`src/rtl/tis_pkg.sv`:
```
// Shared types and constants for the trie insert/search block.
`default_nettype none
package tis_pkg;

  localparam int NODE_COUNT   = 1024;
  localparam int ALPHABET     = 26;
  localparam int NODE_W       = $clog2(NODE_COUNT);
  localparam int FREE_W       = NODE_W + 1;
  localparam int LETTER_W     = 5;
  localparam int SLOT_COUNT   = NODE_COUNT * ALPHABET;
  localparam int SLOT_W       = $clog2(SLOT_COUNT);
  localparam int LEN_W        = 16;
  localparam int FIFO_DEPTH   = 4;
  localparam int FIFO_AW      = $clog2(FIFO_DEPTH);
  localparam int OUT_W        = 40;

  localparam logic [7:0]       FIRST_LETTER = 8'd97;
  localparam logic [LEN_W-1:0] LEN_MAX      = {LEN_W{1'b1}};

  localparam logic CMD_INSERT = 1'b0;
  localparam logic CMD_SEARCH = 1'b1;

  localparam logic [1:0] ST_OK   = 2'd0;
  localparam logic [1:0] ST_BAD  = 2'd1;
  localparam logic [1:0] ST_FULL = 2'd2;

  // One classified character word as queued between front and back.
  typedef struct packed {
    logic                command;
    logic                has_char;
    logic                last;
    logic                bad;
    logic [LETTER_W-1:0] letter;
  } item_t;

endpackage
`default_nettype wire

```
`src/rtl/tis_front.sv`:
```
// Front end: accepts input words, classifies the character, feeds the queue.
`default_nettype none
module tis_front (
  input  wire logic         clk,
  input  wire logic         rst,
  input  wire logic         s_tvalid,
  output logic              s_tready,
  input  wire logic [7:0]   s_tdata,
  input  wire logic [1:0]   s_tuser,
  input  wire logic         s_tlast,
  output logic              push_valid,
  input  wire logic         push_ready,
  output tis_pkg::item_t    push_item
);

  logic           vld;
  tis_pkg::item_t item;
  tis_pkg::item_t item_next;
  logic [7:0]     offs;

  always_comb begin
    offs = s_tdata - tis_pkg::FIRST_LETTER;
    item_next.command  = s_tuser[0];
    item_next.has_char = s_tuser[1];
    item_next.last     = s_tlast;
    item_next.bad      = (s_tdata < tis_pkg::FIRST_LETTER) ||
                         (offs >= 8'(tis_pkg::ALPHABET));
    item_next.letter   = offs[tis_pkg::LETTER_W-1:0];
  end

  assign s_tready   = !vld || push_ready;
  assign push_valid = vld;
  assign push_item  = item;

  always_ff @(posedge clk) begin
    if (rst) begin
      vld <= 1'b0;
    end else if (s_tready) begin
      vld <= s_tvalid;
    end
    if (s_tvalid && s_tready) begin
      item <= item_next;
    end
  end

endmodule
`default_nettype wire

```
`config.mk`:
```
export PLATFORM = sky130hd
export DESIGN_NAME = tis_front
export DESIGN_NICKNAME = d
export VERILOG_FILES = /design/src/rtl/tis_pkg.sv /design/src/rtl/tis_front.sv
export SDC_FILE = /design/constraint.sdc
export NUM_CORES = 1
export LEC_CHECK = 0
export BUFFER_PORTS_ARGS = -buffer_cell sky130_fd_sc_hd__buf_2
export CORE_ASPECT_RATIO = 1.1
export CORE_UTILIZATION = 24
export CTS_BUF_LIST = sky130_fd_sc_hd__clkbuf_4 sky130_fd_sc_hd__clkbuf_8
export DETAILED_ROUTE_END_ITERATION = 8
export PLACE_DENSITY_LB_ADDON = 0.1
export SYNTH_ARGS = -nofsm -noshare
export SYNTH_HDL_FRONTEND = slang
export SYNTH_SLANG_ARGS = --single-unit
```
`constraint.sdc`:
```
create_clock -name clk -period 3.6 [get_ports clk]
set_input_delay 0.18 -clock clk [delete_from_list [all_inputs] [get_ports clk]]
set_output_delay 0.18 -clock clk [all_outputs]
set_load 0.02 [all_outputs]
```
# Word-level counts from Yosys, hierarchy flattened
# Index checks and enable logic that the tools add are counted.
totals:
  register_bits: 10
  mem_bits_ro: 0
  latchBits: 0
  ram_bits: 0
  input_bits: 15
  n_memories: 0
  out_inout_bits: 11
op_classes:
  multipliers: 0
  bitwise_logic: 0
  order_cmp: 2
  n_addsub: 1
  n_reduce_logical: 4
  n_eq_ne: 0
  shifts: 0
  n_div: 0
  mux: 0
ops:
  columns: ["cell", "n"]
  rows:
  - ["$ge A8 B5 Y1 const B", 1]
  - ["$lt A8 B7 Y1 const B", 1]
  - ["$sub A8 B7 Y8 const B", 1]
  - ["$logic_or A1 B1 Y1", 2]
  - ["$logic_and A1 B1 Y1", 1]
  - ["$logic_not A1 Y1", 1]

# Depth between registers and ports, before layout
depth:
  depth_word: 3
  ltp_mapped: 6
  depth_no_buf: 6

# Least setup slack after synthesis
# No wires, ideal clock.
synth_timing:
  path_kind: "in2reg"
  startpoint: "input port s_tdata[0]"
  endpoint: "register item, in the netlist push_item[5], data pin"
  t_arrival_ns: 1.160
  stages: 6
  path_slack_ns: 2.306
  required_ns: 3.465
  n_path_buf: 0
  setup_time_ns: 0.135
  cell_sequence: "inv_1 -> ha_1 -> and4b_1 -> a2111oi_0 -> o21ai_0 -> nand3_1"
synth_rtl:
  columns: ["item", "line", "rtl"]
  rows:
  - ["from (decl)", "tis_front.sv:8", "input wire logic [7:0] s_tdata,"]
  - ["to (signal assigned)", "tis_front.sv:42", "item <= item_next;"]
  - ["to (decl)", "tis_front.sv:17", "tis_pkg::item_t item;"]

==> impl_metrics.env <==
export IMPL_status="complete, no violations"
export IMPL_start_kind="input port"
export IMPL_wl_um=861
export IMPL_fin_crit_ps=1310
export IMPL_syn_inst=38
export IMPL_diodes=0
export IMPL_ios=26
export IMPL_finalClockSkew_ps=3.56
export IMPL_p_per_area_mw_per_mm2=397
export IMPL_tritoncts="yes"
export IMPL_setup_viol=0
export IMPL_grt_usage_pct=8.20
export IMPL_end_kind="flop"
export IMPL_drt_iter0_markers=1
export IMPL_p_clk_share_pct=32.2
export IMPL_seq_power_share_pct=51.0
export IMPL_drv_cap=0
export IMPL_drcViolationCount=0
export IMPL_yosysSeqAreaShare_pct=59.5
export IMPL_regToRegStartpoint="push_valid"
export IMPL_synth_area_leaders="edfxtp_1 55%, ha_1 5.1%, dfxtp_1 4.1%"
export IMPL_antenna_found_initial=0
export IMPL_clock_sink_count=10
export IMPL_avgSynthCellArea_um2=12.8
export IMPL_pwr_share_comb_pct=16.8
export IMPL_dieHeight_um=49.3
export IMPL_gp_congestion=0.578
export IMPL_syn2layout_area_growth_pct=38.7
export IMPL_seq_area_um2=290
export IMPL_cts_root_buffer="clkbuf_4"
export IMPL_grt_pass1_wl_um=1270
export IMPL_fin_nets=85
export IMPL_grt_pass1_vias=318
export IMPL_max_clock_path_buffers=2
export IMPL_synth_edff_count=9
export IMPL_drt_wirelength_per_cell_um=9.16
export IMPL_synth_distinct_cells=21
export IMPL_syn_area_um2=488
export IMPL_dp_cells=90
export IMPL_fin_ws_ps=2290
export IMPL_max_slew_margin_rel_pct=73.4
export IMPL_p_int_mw=0.204
export IMPL_instances_no_fill=94
export IMPL_p_sw_share_pct=24.1
export IMPL_core_region_area_mm2=0.00184
export IMPL_switching_power_mw=0.0647
export IMPL_cts_setup_buffers=0
export IMPL_crit_fanout=6
export IMPL_totalPowerFinal_mw=0.269
export IMPL_synthArstFlopShare_pct=0
export IMPL_clkTransAtPathRegs_ps=60
export IMPL_slew_violations=0
export IMPL_worst_pin_slew_ps=399
export IMPL_multi_input_area_um2=175
export IMPL_viasPerCell=3.99
export IMPL_drive_gt1_share_pct=46.3
export IMPL_cellLeakagePower_nw=0.294
export IMPL_fillers=212
export IMPL_finalHoldViolations=0
export IMPL_rows=16
export IMPL_fin_area_um2=677
export IMPL_hold_path_startpoint="rst"
export IMPL_crit_start="s_tdata[0]"
export IMPL_synth_seq_cells=10
export IMPL_die_area_mm2=0.00222
export IMPL_fmax_mhz=766
export IMPL_post_place_ws_ps=2030
export IMPL_synth_flop_cell="edfxtp_1"
export IMPL_worst_setup_path_type="input port to flop"
export IMPL_overflow=0
export IMPL_crit_arrival_ps=1310
export IMPL_grt_max_degree=10
export IMPL_postLayoutCoreUtil_pct=36.8
export IMPL_htreeDepth=1
export IMPL_first_pass_iters=4
export IMPL_synth_top_area_cell="edfxtp_1"
export IMPL_numCtsBuffers=3
export IMPL_vdd_drop_max_mv=0.110
export IMPL_rsz0062_at_grt="false"
export IMPL_whs_ps=74.6
export IMPL_start_util_pct=26.5
export IMPL_ys_top_cells_by_count="9 x edfxtp_1, 5 x inv_1"
export IMPL_placedInstanceArea_um2=647
export IMPL_synthesis_nets=55
export IMPL_min_delay_path_class="input port to flop"
export IMPL_portBuffers=25
export IMPL_fin_crit_sh_pct=36.3
export IMPL_antenna_left=0
export IMPL_insertion_delay_ps=260
export IMPL_tns_ps=0
export IMPL_ys_warn_count=0
export IMPL_dp_hpwl_um=687
export IMPL_postCtsHoldBufs=0
export IMPL_synth_top_area_share_pct=55.4
export IMPL_worstPathRequired_ps=3600
export IMPL_yosysMostFrequentCell="edfxtp_1"
export IMPL_die_w_um=45.0
export IMPL_ctsResizeCount=0
export IMPL_vias=375
## cell families after synthesis
logic type,Yosys count,synth area share [%]
buffers and inverters,6,4.62
flip-flops,10,59.5
AO/OA/AOI/OAI,5,6.67
XOR/XNOR,4,7.18
AND/OR/NAND/NOR,11,16.9
adder cells (fa/ha/maj),2,5.13
## path summary, 6_finish.rpt
check / to / slack [ps] / cells past startpoint
max reg2reg: push_item[3] / 2480 / 2
max: push_item[5] / 2290 / 7
min: push_valid / 70 / 2
min reg2reg: push_valid / 510 / 2
## flip-flops by register name, summed over array words and instances (netlist names)
signal / cells
push_item: 9
push_valid: 1
## area by class of cell
cell class / count / share of cell area, %
clock buffers: 4 / 4.44
inverters: 6 / 3.33
multi-input cells: 22 / 25.9
flip-flops and latches: 10 / 42.9
well taps: 27 / 4.99
repair buffers: 25 / 18.5
## cell usage in the layout (no fill, tap or decap), drive strengths merged
master,n
dfxtp,1
buf,25
xnor2,2
nor2,1
inv,5
o32ai,1
nand2,1
clkbuf,4
and2,1
and4b,1
ha,2
xor2,2
a2111oi,1
edfxtp,9
nand2b,2
nor3b,1
clkinv,1
nand3,1
o21ai,2
a21oi,1
nor4b,2
nor3,1
## power by group through the flow
stage / logic (mW) / clock network (mW) / registers, mW
2_1_floorplan: 0.0154 / 0 / 0.150
5_1_grt: 0.0497 / 0.0930 / 0.138
6_report: 0.0452 / 0.0865 / 0.137
3_5_place_dp: 0.0457 / 0 / 0.140
3_3_place_gp: 0.0454 / 0 / 0.140
4_1_cts: 0.0458 / 0.0899 / 0.137
## routing by layer
| layer | vias up | part of all wire, % | GRT usage [%] | wire length [um] |
|---|---|---|---|---|
| met5 | - | 0 | 0 | 0 |
| met4 | 0 | 2.2 | 9.09 | 19 |
| li1 | 193 | - | - | - |
| met2 | 24 | 40 | 11.1 | 345 |
| met1 | 156 | 48 | 9.84 | 409 |
| met3 | 2 | 10 | 1.48 | 86 |
## critical path, cell delays in order
cell and delay, ps:
buf_2 120, inv_1 70, ha_1 250, nor4b_2 330, o21ai_0 130, o32ai_1 130, nand3_1 100
(Power assumes the default switching activity.)
