File: src/rtl/tis_pkg.sv
// Shared types and constants for the trie insert/search block.
`default_nettype none
package tis_pkg;

  localparam int NODE_COUNT   = 1024;
  localparam int ALPHABET     = 26;
  localparam int NODE_W       = $clog2(NODE_COUNT);
  localparam int FREE_W       = NODE_W + 1;
  localparam int LETTER_W     = 5;
  localparam int SLOT_COUNT   = NODE_COUNT * ALPHABET;
  localparam int SLOT_W       = $clog2(SLOT_COUNT);
  localparam int LEN_W        = 16;
  localparam int FIFO_DEPTH   = 4;
  localparam int FIFO_AW      = $clog2(FIFO_DEPTH);
  localparam int OUT_W        = 40;

  localparam logic [7:0]       FIRST_LETTER = 8'd97;
  localparam logic [LEN_W-1:0] LEN_MAX      = {LEN_W{1'b1}};

  localparam logic CMD_INSERT = 1'b0;
  localparam logic CMD_SEARCH = 1'b1;

  localparam logic [1:0] ST_OK   = 2'd0;
  localparam logic [1:0] ST_BAD  = 2'd1;
  localparam logic [1:0] ST_FULL = 2'd2;

  // One classified character word as queued between front and back.
  typedef struct packed {
    logic                command;
    logic                has_char;
    logic                last;
    logic                bad;
    logic [LETTER_W-1:0] letter;
  } item_t;

endpackage
`default_nettype wire

File: src/rtl/tis_fifo.sv
// Short queue of classified words between front and back.
`default_nettype none
module tis_fifo (
  input  wire logic          clk,
  input  wire logic          rst,
  input  wire logic          push_valid,
  output logic               push_ready,
  input  wire tis_pkg::item_t push_item,
  output logic               pop_valid,
  input  wire logic          pop_ready,
  output tis_pkg::item_t     pop_item
);

  tis_pkg::item_t                  mem [tis_pkg::FIFO_DEPTH];
  logic [tis_pkg::FIFO_AW-1:0]     wr_ptr;
  logic [tis_pkg::FIFO_AW-1:0]     rd_ptr;
  logic [tis_pkg::FIFO_AW:0]       count;
  logic                            do_push;
  logic                            do_pop;

  assign push_ready = count != (tis_pkg::FIFO_AW+1)'(tis_pkg::FIFO_DEPTH);
  assign pop_valid  = count != '0;
  assign pop_item   = mem[rd_ptr];
  assign do_push    = push_valid && push_ready;
  assign do_pop     = pop_valid && pop_ready;

  always_ff @(posedge clk) begin
    if (rst) begin
      wr_ptr <= '0;
      rd_ptr <= '0;
      count  <= '0;
    end else begin
      if (do_push) wr_ptr <= wr_ptr + 1'b1;
      if (do_pop)  rd_ptr <= rd_ptr + 1'b1;
      if (do_push && !do_pop)      count <= count + 1'b1;
      else if (do_pop && !do_push) count <= count - 1'b1;
    end
    if (do_push) begin
      mem[wr_ptr] <= push_item;
    end
  end

endmodule
`default_nettype wire

File: config.mk
export PLATFORM = sky130hd
export DESIGN_NAME = tis_fifo
export DESIGN_NICKNAME = d
export VERILOG_FILES = /design/src/rtl/tis_pkg.sv /design/src/rtl/tis_fifo.sv
export SDC_FILE = /design/constraint.sdc
export NUM_CORES = 1
export LEC_CHECK = 0
export BUFFER_PORTS_ARGS = -buffer_cell sky130_fd_sc_hd__buf_2
export CORE_MARGIN = 4
export CORE_UTILIZATION = 35
export DETAILED_ROUTE_END_ITERATION = 16
export GPL_TIMING_DRIVEN = 0
export PLACE_DENSITY = 0.49
export SYNTH_ARGS = -nofsm -noshare
export SYNTH_HDL_FRONTEND = slang
export SYNTH_SLANG_ARGS = --single-unit
File: constraint.sdc
create_clock -name clk -period 2.5 [get_ports clk]
set_input_delay 0 -clock clk [delete_from_list [all_inputs] [get_ports clk]]
set_output_delay 0 -clock clk [all_outputs]
set_load 0.05 [all_outputs]
# Word-level counts from Yosys, hierarchy flattened
# Memories as Yosys holds them, arrays and structs flattened. A register that Yosys moved wholly into a read port is not among the register bits.
# Index checks and enable logic that the tools add are counted.
totals:
  input_bits: 13
  elab_cells: 23
  mem_bits_rw: 36
  output_inout_bits: 11
  latchBits: 0
  mem_bits_ro: 0
  register_bits: 7
  memories: 1
mem_list:
  columns: ["memory", "words", "word_bits", "read_ports", "rd_clocked_by_memory_dff", "wr", "line", "source"]
  rows:
  - ["mem", 4, 9, 1, 1, 1, "tis_fifo.sv:14", "tis_pkg::item_t mem [tis_pkg::FIFO_DEPTH];"]
op_classes:
  shift: 0
  mul: 0
  order_cmp: 0
  n_bitwise: 0
  n_reduce_logical: 8
  eq_ne: 1
  add_sub_neg: 4
  div_mod_pow: 0
  muxes: 6
op_table:
  columns: ["cell", "count"]
  rows:
  - ["$mux W3", 2]
  - ["$add A2 B1 Y2 const B", 2]
  - ["$logic_and A1 B1 Y1", 4]
  - ["$mux W2", 2]
  - ["$add A3 B1 Y3 const B", 1]
  - ["$ne A3 B3 Y1 const B", 1]
  - ["$reduce_bool A3 Y1", 1]
  - ["$sub A3 B1 Y3 const B", 1]
  - ["$logic_not A1 Y1", 2]
  - ["$mux W1", 2]
  - ["$reduce_bool A2 Y1", 1]

# Depth between registers and ports, before layout
depth:
  depth_word: 6
  mapped_depth: 8
  depth_no_buf: 8

# Worst setup path after synthesis
# Ideal clock, no wire load.
synth_timing:
  kind: "reg2reg"
  startpoint: "register count[0] in the netlist's numbering"
  endpoint: "register count[2] in the netlist's numbering"
  n_path_buf: 0
  required_ns: 2.430
  setup_slack_ns: 0.510
  period_less_slack_ns: 1.990
  path_stages_with_launch: 9
  setup_time_ns: 0.070
  t_arrival_ns: 1.920
  path_cell_list: "dfxtp_1 > nor2_2 > a21boi_4 > ha_1 > inv_1 > fa_1 > xor2_1 > or3_1 > a21oi_1"
synth_between:
  elab_chain_len: 5
  elab_cells_between_ends: 13
  cone_classes: "2 x add/sub; 1 x eq/ne; 2 x mux; 8 x reduce/logical"
synth_lines:
  columns: ["element", "line", "source"]
  rows:
  - ["from (decl)", "tis_fifo.sv:17", "logic [tis_pkg::FIFO_AW:0] count;"]
  - ["from (signal assigned)", "tis_fifo.sv:35", "if (do_push && !do_pop) count <= count + 1'b1;"]
  - ["from (signal assigned)", "tis_fifo.sv:36", "else if (do_pop && !do_push) count <= count - 1'b1;"]
  - ["$ne A3 B3 Y1 *", "tis_fifo.sv:21", "assign push_ready = count != (tis_pkg::FIFO_AW+1)'(tis_pkg::FIFO_DEPTH);"]
  - ["$logic_and A1 B1 Y1 *", "tis_fifo.sv:24", "assign do_push = push_valid && push_ready;"]
  - ["net do_push", "tis_fifo.sv:18", "logic do_push;"]
  - ["$logic_not A1 Y1", "tis_fifo.sv:36", null]
  - ["$logic_and A1 B1 Y1", "tis_fifo.sv:36", null]
  - ["$reduce_bool A2 Y1 (no source line)", null, null]
# Mark *: on every way through the listed nets, which the timed path passes. The rest lies on a longest branch. The select of a mux whose other input is x is not followed.
# A chain may end at the register's enable or synchronous reset.

# Worst setup path after layout
# Ends and elaborated chain as after synthesis.

==> flow_summary.ini <==
[critical_path]
slowest_stage = dfxtp_1
crit_fanout = 7
start_kind = flop
critPathKind = flop to flop
crit_arrival_ns = 2.39
worstPathCellList = nor2_2 -> a21boi_4 -> ha_1 -> inv_1 -> fa_1 -> xor2_1 -> or3_1 -> a21oi_1
critical_path_required_ns = 2.71
cpPeakStageDelay_ns = 0.50
critPathCaptureType = flop

[sta]
tns_ns = 0
worstMarginPinSlew_ns = 0.582
rsz0062_at_grt = false
layout_setup_ws_ns = 0.326
clock.fmax_mhz = 460
hold_viol = 0
skew_ns = 0.00691
final_max_slew_viol_count = 0
slew_headroom_pct = 61.2
finalCritPeriodShare_pct = 87.0
setup_viol_count_final = 0
min_period_ns = 2.17

[finish]
area_growth_pct = 20.5
layout.nets = 152
final_cell_mix = edfxtp_1, buf_2, mux4_2, dfxtp_1, dlygate4sd3_1
final_area_um2 = 2150
final_common_cell = edfxtp_1
seq_area_um2 = 1260
n_antenna_cell = 0
nFillCells = 446
final_layout_size_suffix_gt1_share_pct = 32.1
multiInputGateArea_um2 = 493
final_util_pct = 44.5

[logic_synthesis]
yosysUniqueCellTypes = 23
postSynthAreaPerCell_um2 = 18.7
synth_top_area_cell = edfxtp_1
ys_ff_latch = 45
synth_nets = 114
synth_top_area_share_pct = 60.7
synthCells = 95
yosysWarnings = 0
syn_area_um2 = 1780
synth.area.top_cells = edfxtp_1, mux4_2, dfxtp_1, ha_1, xor2_1
ys_seq_area_share_pct = 70.8

[routing]
route.met2.wl_um = 1360
first_iter_violations = 58
ant_nets = 0
top_layer_used = met4
wl_met3_um = 143
postRouteWirelength_um = 2780
wl_met1_um = 1240
drc = 0
drt_pass1_iterations = 2
vias_per_cell = 4.49
vias = 902
wl_per_cell_um = 13.8

[floorplanning]
die_h_um = 79.3
die_x_um = 79.3
dieArea_um2 = 6290
ios = 24
initial_utilization_pct = 37.0
core_um2 = 4820
fp-row-count = 25

[placed_design]
gp_congestion = 0.679
dp_slack_ns = 0.332
dp_hpwl_um = 1890
place_area_um2 = 1970
port_buffers = 22

[cts]
cts_tree = done
clk_latency_ns = 0.28
root_buffer = clkbuf_8
post_cts_buffers = 0
htreeDepth = 2
clock_path_buffers = 2
clock-sinks = 45
path_clk_slew_ns = 0.07
cts_buffers = 5

[global_routing]
grt_overflow = 0
grt_max_degree = 14
grt_pass1_wl_um = 4590
grt_pass1_vias = 943
grt_usage_pct = 9.83
antenna_found_initial = 0

[pwr]
total_power_mw = 2.21
power_density_nw_per_um2 = 1030
worst_ir_drop_vdd_mv = 0.457
leakagePower_nw = 0.768

[worst_hold_path]
worstHoldPathType = input port to flop

[outcome]
outcome = finished, final reports clean

[job]
max-cap-violations = 0
## cells by family (layout without fill, tap and decap cells)
kind of cell | Yosys count | after routing | share of synthesized area, %
AND/OR/NAND/NOR | 17 | 17 | 4.92
multiplexers | 12 | 12 | 13.4
XOR/XNOR | 4 | 4 | 1.97
adder cells (fa/ha/maj) | 6 | 6 | 4.64
flip-flops | 45 | 45 | 70.8
buffers and inverters | 6 | 45 | 1.48
AO/OA/AOI/OAI | 5 | 5 | 2.81
## state kept, by name, indices dropped and copies added (netlist names), named ones only
| register | cells |
|---|---|
| rd_ptr | 2 |
| count | 3 |
| wr_ptr | 2 |
| mem | 36 |
## layer usage
| metal | GRT usage, % | vias to the layer above |
|---|---|---|
| met5 | 0 | - |
| met4 | 3.09 | 0 |
| met3 | 3.74 | 5 |
| met2 | 15.7 | 21 |
| met1 | 12.3 | 442 |
| li1 | - | 434 |
## final timing paths
kind	from	endpoint	slack [ns]	depth (start not counted)
setup / recovery	count[0]	count[2]	0.33	8
hold reg to reg	wr_ptr[1]	wr_ptr[1]	0.53	2
setup reg to reg	count[0]	count[2]	0.33	8
hold / removal	rst	count[1]	0.09	2
## Yosys cell counts (all sizes together)
cell type  number
edfxtp         36
dfxtp           9
mux4            9
nor2            8
ha              5
and2            4
xor2            4
inv             3
clkbuf          2
mux2i           2
nand2b          2
or3             2
a21boi          1
a21oi           1
buf             1
fa              1
mux2            1
nand2           1
o21ai           1
o311ai          1
o31ai           1
## layout make-up
| class | instances | share of cell area, % |
|---|---|---|
| clock inverters | 1 | 0.233 |
| inverters | 3 | 0.525 |
| repair buffers | 31 | 9.33 |
| clock buffers | 7 | 3.56 |
| flip-flops and latches | 45 | 58.8 |
| plain buffers | 3 | 0.700 |
| well taps | 67 | 3.91 |
| multi-input cells | 44 | 23.0 |
## report_power, final
part	total, mW	switching [mW]	internal, mW
clock	0.413	0.217	0.196
combinational	0.815	0.532	0.283
sequential	0.982	0.0633	0.919
total	2.21	0.813	1.40
## timing repair
action                     4_1_cts  5_1_grt
hold endpoints to repair        36        0
gates resized for setup          0        0
hold buffers                     9        0
setup endpoints to repair        0        0
## critical path, delay by kind of cell (launching register included)
kind | cells | cell delay [ns]
and+or+nand+nor | 2 | 0.41
buffers and inverters | 1 | 0.06
AOI/OAI and AO/OA | 2 | 0.39
DFF | 1 | 0.50
adders and majority gates | 2 | 0.60
xor gates and xnor gates | 1 | 0.16
## metrics by stage
step                std cells  hold slack (ns)
floorplan                  95           0.0989
global placement          184            0.212
detailed placement        184            0.222
CTS                       201           0.0778
global route              201            0.110
finish                    201           0.0867
Note: power is estimated with default switching activity, not from simulation.
